--- src/hw/rtl/c2s_pkg.sv ---
// Shared constants and the CORDIC stage angle table for the converter.
package c2s_pkg;

    localparam int GUARD_BITS = 8;
    localparam int GROW_BITS = 4;
    localparam int ACC_BITS = 64;
    localparam int GAIN_BITS = 32;
    localparam logic [GAIN_BITS-1:0] GAIN_Q32 = 32'd2608131496;
    localparam logic [63:0] INV_TWO_PI_Q64 = 64'h28BE60DB9391054A;
    localparam logic [ACC_BITS-1:0] HALF_TURN = 64'h8000_0000_0000_0000;
    localparam logic [ACC_BITS-1:0] QUARTER_TURN = 64'h4000_0000_0000_0000;
    localparam logic [ACC_BITS-1:0] EIGHTH_TURN = 64'h2000_0000_0000_0000;

    // atan(2^-i) as a fraction of a turn, 2^64 units per turn
    function automatic logic [ACC_BITS-1:0] stage_angle(input int unsigned i);
        logic [63:0] sum;
        logic [63:0] term;
        logic [127:0] prod;
        int unsigned k;
        sum = '0;
        if (i == 0) begin
            return EIGHTH_TURN;
        end
        for (k = 0; i * (2 * k + 1) <= 62; k++) begin
            term = (64'd1 << (62 - i * (2 * k + 1))) / 64'(2 * k + 1);
            if (k[0]) begin
                sum = sum - term;
            end else begin
                sum = sum + term;
            end
        end
        prod = {64'd0, sum} * {64'd0, INV_TWO_PI_Q64};
        return prod[125:62];
    endfunction

endpackage

--- src/hw/rtl/c2s_gain.sv ---
// Registered CORDIC gain compensation, rounded half up.
module c2s_gain import c2s_pkg::*; #(
    parameter int DW = 36,
    parameter int SW = 8
) (
    input  logic          i_clk,
    input  logic          i_rst_n,
    input  logic          i_valid,
    input  logic [DW-1:0] i_v,
    input  logic [SW-1:0] i_side,
    output logic          o_valid,
    output logic [DW-1:0] o_v,
    output logic [SW-1:0] o_side
);

    localparam int PW = DW + GAIN_BITS;

    logic          r_valid;
    logic [DW-1:0] r_v;
    logic [SW-1:0] r_side;
    logic [PW-1:0] prod;

    assign prod = PW'(i_v) * PW'(GAIN_Q32) + (PW'(1) << (GAIN_BITS - 1));

    always_ff @(posedge i_clk) begin
        if (!i_rst_n) begin
            r_valid <= 1'b0;
        end else begin
            r_valid <= i_valid;
        end
        r_v <= prod[PW-1:GAIN_BITS];
        r_side <= i_side;
    end

    assign o_valid = r_valid;
    assign o_v = r_v;
    assign o_side = r_side;

endmodule

--- config.mk ---
export PLATFORM = sky130hd
export DESIGN_NAME = c2s_gain
export DESIGN_NICKNAME = d
export VERILOG_FILES = /design/src/hw/rtl/c2s_pkg.sv /design/src/hw/rtl/c2s_gain.sv
export SDC_FILE = /design/constraint.sdc
export NUM_CORES = 1
export LEC_CHECK = 0
export BUFFER_PORTS_ARGS = -buffer_cell sky130_fd_sc_hd__buf_2
export CORE_MARGIN = 4
export CORE_UTILIZATION = 30
export CTS_CLUSTER_DIAMETER = 40
export DETAILED_ROUTE_END_ITERATION = 8
export SYNTH_ARGS = -nofsm -noshare
export SYNTH_HDL_FRONTEND = slang
export SYNTH_SLANG_ARGS = --single-unit
--- constraint.sdc ---
create_clock -name i_clk -period 20.2 [get_ports i_clk]
set_input_delay 1.01 -clock i_clk [delete_from_list [all_inputs] [get_ports i_clk]]
set_output_delay 1.01 -clock i_clk [all_outputs]
set_load 0.01 [all_outputs]
==> metrics.txt <==
worst setup path class in2reg; layout overhead on the synthesized area 7.60%; Gate Count Post-Synth 2379; Filler cells 7750; commonest non-fill, non-tap cell in the layout inv_1; Synthesis Warnings 0; total core area about 0.075 mm^2; Crit. End Element flop; final net count 3412; Die Ht roughly 280 um; number of top-level pins 92; CTS buffer count 5; H-tree depth 2; CP required between 20 and 25 ns; Mapped Area 0.0229 mm^2; crit path DAT 9.95 ns; Post-Syn Area per Cell 9.61 um^2; drt wl/cell around 19 um; Crit Path Max Fanout 7; DP Wirelength 58300 um; Post-synth EDFFs 0; n_diodes 0; Overflow after GRT 0; Post-synth top flop dfxtp_1; most frequent cells in the layout inv_1 (827), fa_1 (521), ha_1 (379), buf_2 (91); Die ar. 0.0807 mm^2; max incr delay on CP 0.94 ns; Worst path depth 28; Buffers on Ports 91; # DRC 0; Final min period a little under 10 ns; setup ws final 10.41 ns; worst hold path class in2reg; Rows 100; Synth Net Count 3326; outcome complete, no violations; Post-CTS Setup Inserts 0; cts hold-fix bufs 0; Bufs and invs on worst path 7; setup TNS 0 ns; library cells used by synthesis 75; first-pass GRT wire length 102000 um; delay-heaviest family, CP adder cells; Post-Route WL 63700 um; unrepaired setup endpoints after global routing false; ys async rst share 0%; CTS Buffer Depth 2; Final setup violation count 0; cts repair resizes 0; Slew Limit Fails 0; die width 284 um; pre-CTS setup slack 10.14 ns; total track usage 16.3%; Worst Setup Start Kind input port; largest net degree at the start of global routing 14; Starting Density 30.5%; via count roughly 16000; CTS tree built; Most common cell on crit path fa_1; Reg clk slew, reported paths 0.06 ns; Worst slew margin approximately a third; Critical-path top delay cell o41ai_1; Final Cycle Share 48.4%; initial DRC count 961; Synth Register Bits 45; Fmax achieved around 100 MHz; Max Cap Viol 0; clock root buffer master clkbuf_16; initial antenna violation count 0; register area share after synthesis 3.94%; Pre-antenna DRT Iters 5; TritonCTS Sinks 45; vias in the first global route 17700; Slew @ Worst Pin 1.01 ns; via/cell ratio between 4 and 5; Final Hold Viols 0; fraction of layout cells with a size suffix above 1 4.91%; GPL Wtd Cong 0.942; Worst Hold Depth 1; Post-DRT Antenna Nets 0
==> cell usage after synthesis (all sizes together), types with 3 or more instances <==
cell,count,area [um^2]
a211o,4,36.3
clkbuf,5,20.0
buf,7,48.8
xor2,25,219
nor3,26,141
or2,4,25.0
a22oi,3,22.5
o31ai,5,51.3
o2111ai,3,26.3
a32o,3,30.0
nand3,19,95.1
o21bai,8,60.1
or4,3,30.0
inv,827,3100
o41ai,3,33.8
fa,521,10400
a31oi,5,31.3
o21a,5,37.5
xnor2,32,280
nor2b,4,25.0
and4,6,52.6
dfxtp,45,901
nand2,85,319
a211oi,11,87.6
or3,11,73.8
o31a,3,26.3
a21o,6,45.0
ha,379,4740
o21ai,63,315
o221ai,3,26.3
nor2,57,214
nand4,28,188
and3,6,37.5
a311oi,4,47.6
nor4b,3,56.3
nor4,12,75.1
o211ai,16,120
and2,9,56.3
a21oi,85,425
nand2b,6,37.5
==> worst paths after layout <==
check,slack [ns],endpoint,from
setup / recovery,10.41,o_v[33],i_v[15]
hold / removal,0.83,o_side[0],i_side[0]
==> sequential cells by signal, summed over array words and instances (netlist names) <==
register / count
o_side: 8
o_v: 36
o_valid: 1
==> layer usage <==
layer | global-route usage, % | routed length [um] | up-vias | part of all wire [%]
li1 | - | - | 7437 | -
met1 | 21.5 | 27200 | 8021 | 43
met2 | 28.2 | 31000 | 446 | 49
met3 | 2.17 | 3460 | 89 | 5.4
met4 | 4.19 | 2050 | 0 | 3.2
met5 | 0 | 0 | - | 0
==> area by class of cell <==
type,instances,area [um^2],share of cell area (%)
Clock buffer,6,129,0.524
Clock inverter,2,10.0,0.0407
Inverter,827,3100,12.6
Multi-Input combinational cell,1495,18800,76.4
Sequential cell,45,901,3.66
Tap cell,969,1210,4.93
Timing Repair Buffer,91,455,1.85
==> logic make-up after synthesis <==
family                   share of synthesized area [%]
AO/OA/AOI/OAI                                     7.06
XOR/XNOR                                          2.18
AND/OR/NAND/NOR                                   6.42
adder cells (fa/ha/maj)                           66.4
multiplexers                                     0.137
flip-flops                                        3.94
buffers and inverters                             13.9
==> through the flow <==
step / instance area (um^2) / cells / hold slack (ns) / utilization, %
floorplan: 22900 / 2379 / 1.04 / -
global placement: 24500 / 3427 / 1.11 / 32.6
detailed placement: 24500 / 3427 / 1.11 / 32.6
CTS: 24600 / 3435 / 0.812 / 32.8
global route: 24600 / 3435 / 0.811 / 32.8
finish: 24600 / 3435 / 0.825 / 32.8
Power is not shown: default switching activity piles up to over one toggle a cycle in this logic, so the estimate is an artifact.
