`config.mk`:
```
export PLATFORM = sky130hd
export DESIGN_NAME = c2s_vec_stage
export DESIGN_NICKNAME = d
export VERILOG_FILES = /design/src/hw/rtl/c2s_pkg.sv /design/src/hw/rtl/c2s_vec_stage.sv
export SDC_FILE = /design/constraint.sdc
export NUM_CORES = 1
export LEC_CHECK = 0
export ABC_CLOCK_PERIOD_IN_PS = 4000
export BUFFER_PORTS_ARGS = -buffer_cell sky130_fd_sc_hd__buf_2
export CORE_MARGIN = 2
export CORE_UTILIZATION = 45
export CTS_BUF_LIST = sky130_fd_sc_hd__clkbuf_8 sky130_fd_sc_hd__clkbuf_16
export CTS_CLUSTER_DIAMETER = 150
export DETAILED_ROUTE_END_ITERATION = 8
export PLACE_DENSITY_LB_ADDON = 0.12
export SYNTH_ARGS = -nofsm -noshare
export SYNTH_HDL_FRONTEND = slang
export SYNTH_SLANG_ARGS = --single-unit
```
`constraint.sdc`:
```
create_clock -name i_clk -period 4 [get_ports i_clk]
set_input_delay 0.8 -clock i_clk [delete_from_list [all_inputs] [get_ports i_clk]]
set_output_delay 0.8 -clock i_clk [all_outputs]
set_load 0.02 [all_outputs]
```
`src/hw/rtl/c2s_pkg.sv`:
```
// Shared constants and the CORDIC stage angle table for the converter.
package c2s_pkg;

    localparam int GUARD_BITS = 8;
    localparam int GROW_BITS = 4;
    localparam int ACC_BITS = 64;
    localparam int GAIN_BITS = 32;
    localparam logic [GAIN_BITS-1:0] GAIN_Q32 = 32'd2608131496;
    localparam logic [63:0] INV_TWO_PI_Q64 = 64'h28BE60DB9391054A;
    localparam logic [ACC_BITS-1:0] HALF_TURN = 64'h8000_0000_0000_0000;
    localparam logic [ACC_BITS-1:0] QUARTER_TURN = 64'h4000_0000_0000_0000;
    localparam logic [ACC_BITS-1:0] EIGHTH_TURN = 64'h2000_0000_0000_0000;

    // atan(2^-i) as a fraction of a turn, 2^64 units per turn
    function automatic logic [ACC_BITS-1:0] stage_angle(input int unsigned i);
        logic [63:0] sum;
        logic [63:0] term;
        logic [127:0] prod;
        int unsigned k;
        sum = '0;
        if (i == 0) begin
            return EIGHTH_TURN;
        end
        for (k = 0; i * (2 * k + 1) <= 62; k++) begin
            term = (64'd1 << (62 - i * (2 * k + 1))) / 64'(2 * k + 1);
            if (k[0]) begin
                sum = sum - term;
            end else begin
                sum = sum + term;
            end
        end
        prod = {64'd0, sum} * {64'd0, INV_TWO_PI_Q64};
        return prod[125:62];
    endfunction

endpackage

```
`src/hw/rtl/c2s_vec_stage.sv`:
```
// One registered CORDIC vectoring stage with valid and sideband.
module c2s_vec_stage import c2s_pkg::*; #(
    parameter int DW = 36,
    parameter int SHIFT = 0,
    parameter int SW = 8
) (
    input  logic                 i_clk,
    input  logic                 i_rst_n,
    input  logic                 i_valid,
    input  logic signed [DW-1:0] i_x,
    input  logic signed [DW-1:0] i_y,
    input  logic [ACC_BITS-1:0]  i_acc,
    input  logic [SW-1:0]        i_side,
    output logic                 o_valid,
    output logic signed [DW-1:0] o_x,
    output logic signed [DW-1:0] o_y,
    output logic [ACC_BITS-1:0]  o_acc,
    output logic [SW-1:0]        o_side
);

    localparam logic [ACC_BITS-1:0] ANGLE = stage_angle(SHIFT);

    logic                 r_valid;
    logic signed [DW-1:0] r_x, r_y, n_x, n_y;
    logic [ACC_BITS-1:0]  r_acc, n_acc;
    logic [SW-1:0]        r_side;
    logic signed [DW-1:0] xs, ys;

    assign xs = i_x >>> SHIFT;
    assign ys = i_y >>> SHIFT;

    always_comb begin
        if (!i_y[DW-1]) begin
            n_x = i_x + ys;
            n_y = i_y - xs;
            n_acc = i_acc + ANGLE;
        end else begin
            n_x = i_x - ys;
            n_y = i_y + xs;
            n_acc = i_acc - ANGLE;
        end
    end

    always_ff @(posedge i_clk) begin
        if (!i_rst_n) begin
            r_valid <= 1'b0;
        end else begin
            r_valid <= i_valid;
        end
        r_x <= n_x;
        r_y <= n_y;
        r_acc <= n_acc;
        r_side <= i_side;
    end

    assign o_valid = r_valid;
    assign o_x = r_x;
    assign o_y = r_y;
    assign o_acc = r_acc;
    assign o_side = r_side;

endmodule

```
==> results.md, run 1 <==
* Status: complete, no violations
* Slew HR at 0.620
* Internal at just over 0.003 W
* Layout Nets at 1662
* Placement Setup Slack at 0.156 ns
* Area of the die at ~22000 sq um
* Post-synth net total at between 1000 and 1500
* Synth cell types at 73
* Antenna diodes at 0
* GR Overflow Total at 0
* WL per Instance at 19.1 um
* Final min period at 3.42 ns
* Syn-to-layout area delta at 26.8%
* Max Cap Violations at 0
* Hold buffers post-CTS at 0
* WP data arrival at 3.78 ns
* Simple-gate share of the synthesized area at 0.130
* Slowest stage cell on the critical path: ha_1
* Mux share of post-synthesis cell area at 0.0185
* Mean Syn Cell Area at 8.32 sq um
* Clock root buffer: clkbuf_16
* Syn Std Cell Area at 9210 sq um
* # clock sinks at 144
* EDFF count, synth at 0
* Pwr/cell area at 430 nW/um^2
* DR vias at between 9000 and 10000
* Clk buf depth at 2
* P_leak at about 5.7 nW
* Most crowded layer after global routing: met2
* FMAX at 292 MHz
* Async S/R FF share, synth at 0
* Largest net degree at the start of global routing at 94
* Sequential area share after synthesis at 0.313
* Vias in the first global route at 8860
* PostCTS Resize Cnt at 0
* Power share of the clock group at 0.314
* Met3 usage at 0.0410
* Startpoint Class: input pin
* Post-synth top area share at 0.313
* Largest family of logic cells by synthesized area: compound AO/OA/AOI/OAI gates
* GR Util met1 at 0.373
* DIE HEIGHT at about 150 um
* Routed WL at around 32000 um
* Synthesis-stage register bit count at 144
* # DRC at 0
* Compound-Gate Fraction of Synth Area at 0.255
* Layout cells sized above 1 at 0.268
* All-Layer GR Usage at 0.290
* Synth Instances at 1107
* Flop pwr share at 0.342
* Hold Crit Class: in -> reg
* Fin. Hold Viols at 0
* Initial DRC count at 834
* Sw Ratio at 0.379
* Synth Flop Type: dfxtp_1
* Max FO, Critical Path at 12
* Critical path, cell by cell: buf_2 > inv_1 > ha_1 > nor3b_1 > o31ai_4 > a31oi_1 > o31a_1 > or4_4 > a21oi_4 > o311ai_4 > a311oi_2 > xnor2_1
* Initial core utilization at 0.457
* DRT Pass-1 Iters at 5
* Met2 GRT Util at 0.496
* Remaining antenna violation count at 0
* Avg Vias per Cell at 5.55
* Initial antenna violation count at 0
* Routability cong. at 0.949
* Xor-xnor portion of the synthesized cell area at 0.0666
* First-pass GRT wire length at 49400 um
* WP data required at 4.36 ns
* Final HPWL DP at 25900 um
* Die Wd at about 150 um
* Row count at 52
* Port bufs at 291
* Crit-path max cell delay at 0.53 ns
* Final WS setup at 0.578 ns
* # Post-CTS Setup Buffers at 0
* Core Box Area at 20200 sq um
* Fin Hold WS at 0.469 ns
* TritonCTS clock tree: built
* Clock-pin slew of the registers on the worst-case setup and hold paths at 0.08 ns
* Setup violations, final at 0
* Io pins at 292
* RSZ-0062 raised after global routing: false
* CP endpoint kind: flop
* Setup TNS Final at 0 ns
* Crit-path leading delay family: compound AO/OA/AOI/OAI gates
* Worst-Margin Slew at 0.563 ns
* Crit path buf inv count at 2
* Area leader, netlist: dfxtp_1
* Type of the worst setup path: in -> reg
* H-tree depth at 4
* Comb pwr share at 0.345
* Worst VDD drop at between 0.0002 and 0.00025 V
* Slew Viols, Final at 0
* Period utilization at 0.855
* Synth Area in Adders at 0.151
* Dominant cells by area after synthesis: dfxtp_1, ha_1, a21oi_1
* Fill cell count at a little under 2000
* Psw at approximately 0.0019 W
* CTS Buf Count at 17
* Yosys warns at 0
-- layout by cell type (no fill, tap or decap), types with 4 or more instances in the layout --
master and n:
or2_2 7, mux2i_1 17, o31a_1 6, inv_1 107
nor2_1 89, a211o_1 6, xnor2_1 63, nand3_1 17
dfxtp_1 144, clkbuf_16 17, o21bai_1 18, o211ai_1 10
o31ai_1 16, xor2_1 7, a21o_1 22, nand2_1 43
ha_1 105, a21boi_0 4, and2_1 4, inv_8 4
buf_2 291, nand4_1 15, or3_1 6, a2111oi_0 4
inv_6 5, fa_1 4, a211oi_1 12, buf_4 36
a31oi_1 11, o21a_1 12, nand2b_1 4, o41ai_1 5
o21ai_0 64, nor3_1 26, nor2b_1 14, a21oi_1 126
nor4_1 13, o221ai_1 4, o22ai_1 4
-- worst paths after layout --
path                      start        end  slack, ns  cells past startpoint
worst max-delay path     i_x[5]    o_x[28]       0.58                     12
worst min-delay path  i_acc[60]  o_acc[60]       0.47                      1
-- kinds of logic after synthesis --
| family | count (synthesis) |
|---|---|
| flip-flops | 144 |
| adder cells (fa/ha/maj) | 109 |
| XOR/XNOR | 70 |
| AND/OR/NAND/NOR | 249 |
| buffers and inverters | 159 |
| multiplexers | 17 |
| AO/OA/AOI/OAI | 359 |
-- through the flow --
step | cell area [sq um] | instances | power [W] | utilization
after floorplan | 9210 | 1107 | 0.00281 | -
after global placement | 11100 | 1657 | 0.00346 | 0.550
after detailed placement | 11100 | 1657 | 0.00346 | 0.550
after CTS | 11700 | 1689 | 0.00504 | 0.579
after global routing | 11700 | 1689 | 0.00524 | 0.579
final | 11700 | 1689 | 0.00502 | 0.579
-- routing by layer --
| metal | share of wire | wire, um |
|---|---|---|
| met4 | 0.030 | 971 |
| met1 | 0.42 | 13500 |
| met2 | 0.49 | 15600 |
| met3 | 0.066 | 2140 |
| met5 | 0 | 0 |
-- flip-flops by register name, summed over array words and instances, names as in the netlist --
name,flops
o_acc,64
o_y,36
o_x,35
o_side,8
o_valid,1
-- cell usage after synthesis, types with 5 or more instances --
cell      number
dfxtp_1      144
a21oi_1      126
inv_1        107
ha_1         105
nor2_1        89
o21ai_0       64
xnor2_1       63
nand2_1       43
clkbuf_1      32
nor3_1        26
a21o_1        22
o21bai_1      18
mux2i_1       17
nand3_1       17
o31ai_1       16
nand4_1       15
nor2b_1       14
nor4_1        13
a211oi_1      12
o21a_1        12
a31oi_1       11
buf_1         10
o211ai_1      10
or2_2          7
xor2_1         7
a211o_1        6
o31a_1         6
or3_1          6
o41ai_1        5
-- cell type report --
| type | count | area (sq um) | area share |
|---|---|---|---|
| Multi-Input combinational cell | 804 | 5720 | 0.490 |
| Sequential cell | 144 | 2880 | 0.247 |
| Timing Repair Buffer | 328 | 1750 | 0.150 |
| Clock buffer | 18 | 439 | 0.0376 |
| Inverter | 111 | 417 | 0.0357 |
| Tap cell | 270 | 338 | 0.0289 |
| Clock inverter | 14 | 136 | 0.0117 |
-- power by group through the flow --
stage / clock network, W / logic (W) / registers, W
after floorplan: 0 / 0.000797 / 0.00201
after global placement: 0 / 0.00171 / 0.00175
after detailed placement: 0 / 0.00171 / 0.00175
after CTS: 0.00160 / 0.00172 / 0.00172
after global routing: 0.00165 / 0.00185 / 0.00173
final: 0.00158 / 0.00173 / 0.00172
No activity file was read; power rests on OpenSTA's default activity.
==> run 2: changes to the inputs <==
--- a/config.mk
+++ b/config.mk
@@ -14,3 +14,3 @@
 export DETAILED_ROUTE_END_ITERATION = 8
-export PLACE_DENSITY_LB_ADDON = 0.12
+export PLACE_DENSITY = 0.79
 export SYNTH_ARGS = -nofsm -noshare
--- a/constraint.sdc
+++ b/constraint.sdc
@@ -3,2 +3,2 @@
 set_output_delay 0.8 -clock i_clk [all_outputs]
-set_load 0.02 [all_outputs]
+set_load 0.005 [all_outputs]
==> run 2 against run 1 <==
Against the previous run:
- die area unchanged
- fmax fell by 0.83%
- critical path depth is the same
- clock power barely moved
- utilization down 0.17 points
- sequential share of layout area grew 0.074 points
- wire length increased by 0.16%
- cell count is 0.30% lower
- worst hold slack worse by 0.0033 ns
- via count increased by 1.4%
- first-iteration DRC count up 37%
- global-route usage down 0.42 points
- critical endpoint is now o_x[31]
- largest power group is now registers
- highest routed layer unchanged
==> results.md, run 2 (synthesized netlist as in run 1, its figures left out) <==
* Status: complete, no violations
* Remaining antenna violation count at 0 (unchanged)
* CP endpoint kind: flop
* Max Cap Violations at 0 (unchanged)
* P_leak at 5.67 nW (-0.38%)
* Fin. Hold Viols at 0 (unchanged)
* Final cell count without fillers at 1684 (-0.30%)
* DRT Pass-1 Iters at 7 (+2)
* CTS Buf Count at 17 (unchanged)
* Setup TNS Final at 0 ns (unchanged)
* Vias in the first global route at 8861 (+0.011%)
* Worst-Margin Slew at 0.742 ns (+0.179 ns)
* Clock root buffer: clkbuf_16
* Hold Crit Class: in -> reg
* Area after DPL at 11100 sq um (-0.27%)
* GR Overflow Total at 0 (unchanged)
* First-pass GRT wire length at 48200 um (-2.3%)
* Slowest stage cell on the critical path: ha_1
* Max FO, Critical Path at 10 (-2)
* # clock sinks at 144 (unchanged)
* DIE HEIGHT at 147 um (unchanged)
* Final min period at 3.45 ns (+0.0287 ns)
* Period utilization at 0.863 (+0.00717)
* Hold endpoint: o_acc[58]
* GR Util met1 at 0.350 (-0.0229)
* Antenna diodes at 0 (unchanged)
* Initial core utilization at 0.457 (unchanged)
* # DRC at 0 (unchanged)
* Type of the worst setup path: in -> reg
* Crit-path max cell delay at 0.51 ns (-0.02 ns)
* Fin Hold WS at 0.466 ns (-0.00329 ns)
* Setup violations, final at 0 (unchanged)
* Startpoint Class: input pin
* Worst Min Path Start: i_acc[58]
* Initial DRC count at 1143 (+37%)
* WP data required at 4.33 ns (-0.03 ns)
* Largest register FFs at 64 (unchanged)
* Row count at 52 (unchanged)
* Port bufs at 291 (unchanged)
* Die Wd at 147 um (unchanged)
* WL per Instance at 19.2 um (+0.46%)
* Syn-to-layout area delta at 26.4%
* Routability cong. at 0.951 (+0.24%)
* Area of the die at 21600 sq um (unchanged)
* Most common cell after layout, fill and taps aside: buf_2
* DR vias at 9500 (+1.4%)
* Io pins at 292 (unchanged)
* WP data arrival at 3.78 ns (about the same)
* Slew HR at 0.505 (-0.115)
* Clk buf depth at 2 (unchanged)
* Clock-pin slew of the registers on the worst-case setup and hold paths at 0.08 ns (about the same)
* Slew Viols, Final at 0 (unchanged)
* Routed WL at 32300 um (+0.16%)
* # Post-CTS Setup Buffers at 0 (unchanged)
* Met3 usage at 0.0637 (+0.0227)
* Cells after DPL at 1653 (-0.24%)
* H-tree depth at 4 (unchanged)
* Layout Nets at 1658 (-0.24%)
* Avg Vias per Cell at 5.64 (+1.7%)
* Critical path, cell by cell: buf_2 > inv_1 > ha_1 > nor3b_1 > o31ai_4 > o211ai_1 > o21a_1 > a211o_1 > a21bo_2 > a41oi_1 > a22oi_1 > xnor2_1
* Core Box Area at 20200 sq um (unchanged)
* FMAX at 290 MHz (-0.83%)
* Hold buffers post-CTS at 0 (unchanged)
* Most frequent cells in the layout: buf_2, dfxtp_1, a21oi_1, inv_1, ha_1
* Pwr/cell area at 413 nW/um^2 (-4.0%)
* Worst VDD drop at 0.000283 V (+24%)
* PostCTS Resize Cnt at 0 (unchanged)
* Final HPWL DP at 25400 um (-1.8%)
* Finished Cell Area at 11600 sq um (-0.30%)
* All-Layer GR Usage at 0.286 (-0.00423)
* Layout cells sized above 1 at 0.266 (-0.00259)
* RSZ-0062 raised after global routing: false
* TritonCTS clock tree: built
* Largest net degree at the start of global routing at 62 (-34%)
* Met2 GRT Util at 0.487 (-0.00981)
* Hold Crit Depth at 1 (unchanged)
* Initial antenna violation count at 0 (unchanged)
* Most crowded layer after global routing: met2
[run 2: changes by cell type in the layout (fill, tap and decap cells not counted), sizes merged]
cell and delta:
buf -4, bufinv +1, clkbuf -1, clkinv -1
[run 2: how the worst max path moves through the flow]
stage | start | end | cells past startpoint | slack (ns)
2_1_floorplan | i_x[0] | o_x[28] | 11 | 0.63
3_3_place_gp | i_x[1] | o_x[33] | 13 | 0.18
5_1_grt | i_x[3] | o_x[33] | 13 | 0.38
6_report | i_x[5] | o_x[31] | 12 | 0.55
4_1_cts | i_x[5] | o_x[28] | 12 | 0.62
3_5_place_dp | i_x[5] | o_x[28] | 12 | 0.19
[run 2: metrics by stage]
step	utilization	worst slack, ns	total power (W)
2_1_floorplan	-	0.627	0.00256
3_3_place_gp	0.549	0.183	0.00318
3_5_place_dp	0.549	0.189	0.00319
4_1_cts	0.577	0.619	0.00482
5_1_grt	0.577	0.382	0.00502
6_report	0.577	0.549	0.00481
[run 2: worst max-delay path, delay by kind of cell]
family	cells	cell delay [ns]
buffers and inverters	2	0.14
xor gates and xnor gates	1	0.15
adders and majority gates	1	0.51
AOI/OAI and AO/OA	7	1.99
and+or+nand+nor	1	0.17
[run 2: routing by layer]
layer	vias up	part of all wire	wire [um]
met5	-	0	0
met1	4385	0.39	12700
met4	0	0.034	1110
met3	64	0.095	3060
met2	568	0.48	15400
li1	4483	-	-
[run 2: layout make-up]
cell class                      count  area (sq um)
Sequential cell                   144          2880
Multi-Input combinational cell    804          5720
Tap cell                          270           338
Fill cell                        1869          8530
Clock buffer                       17           425
Inverter                          111           417
Clock inverter                     14           145
Timing Repair Buffer              324          1720
[run 2: power breakdown]
group | total (W) | internal [W] | switching (W) | leakage [nW]
registers | 0.00172 | 0.00165 | 0.0000663 | 1.22
logic | 0.00148 | 0.000616 | 0.000860 | 4.18
clock network | 0.00161 | 0.000876 | 0.000738 | 0.272
total | 0.00481 | 0.00314 | 0.00166 | 5.67
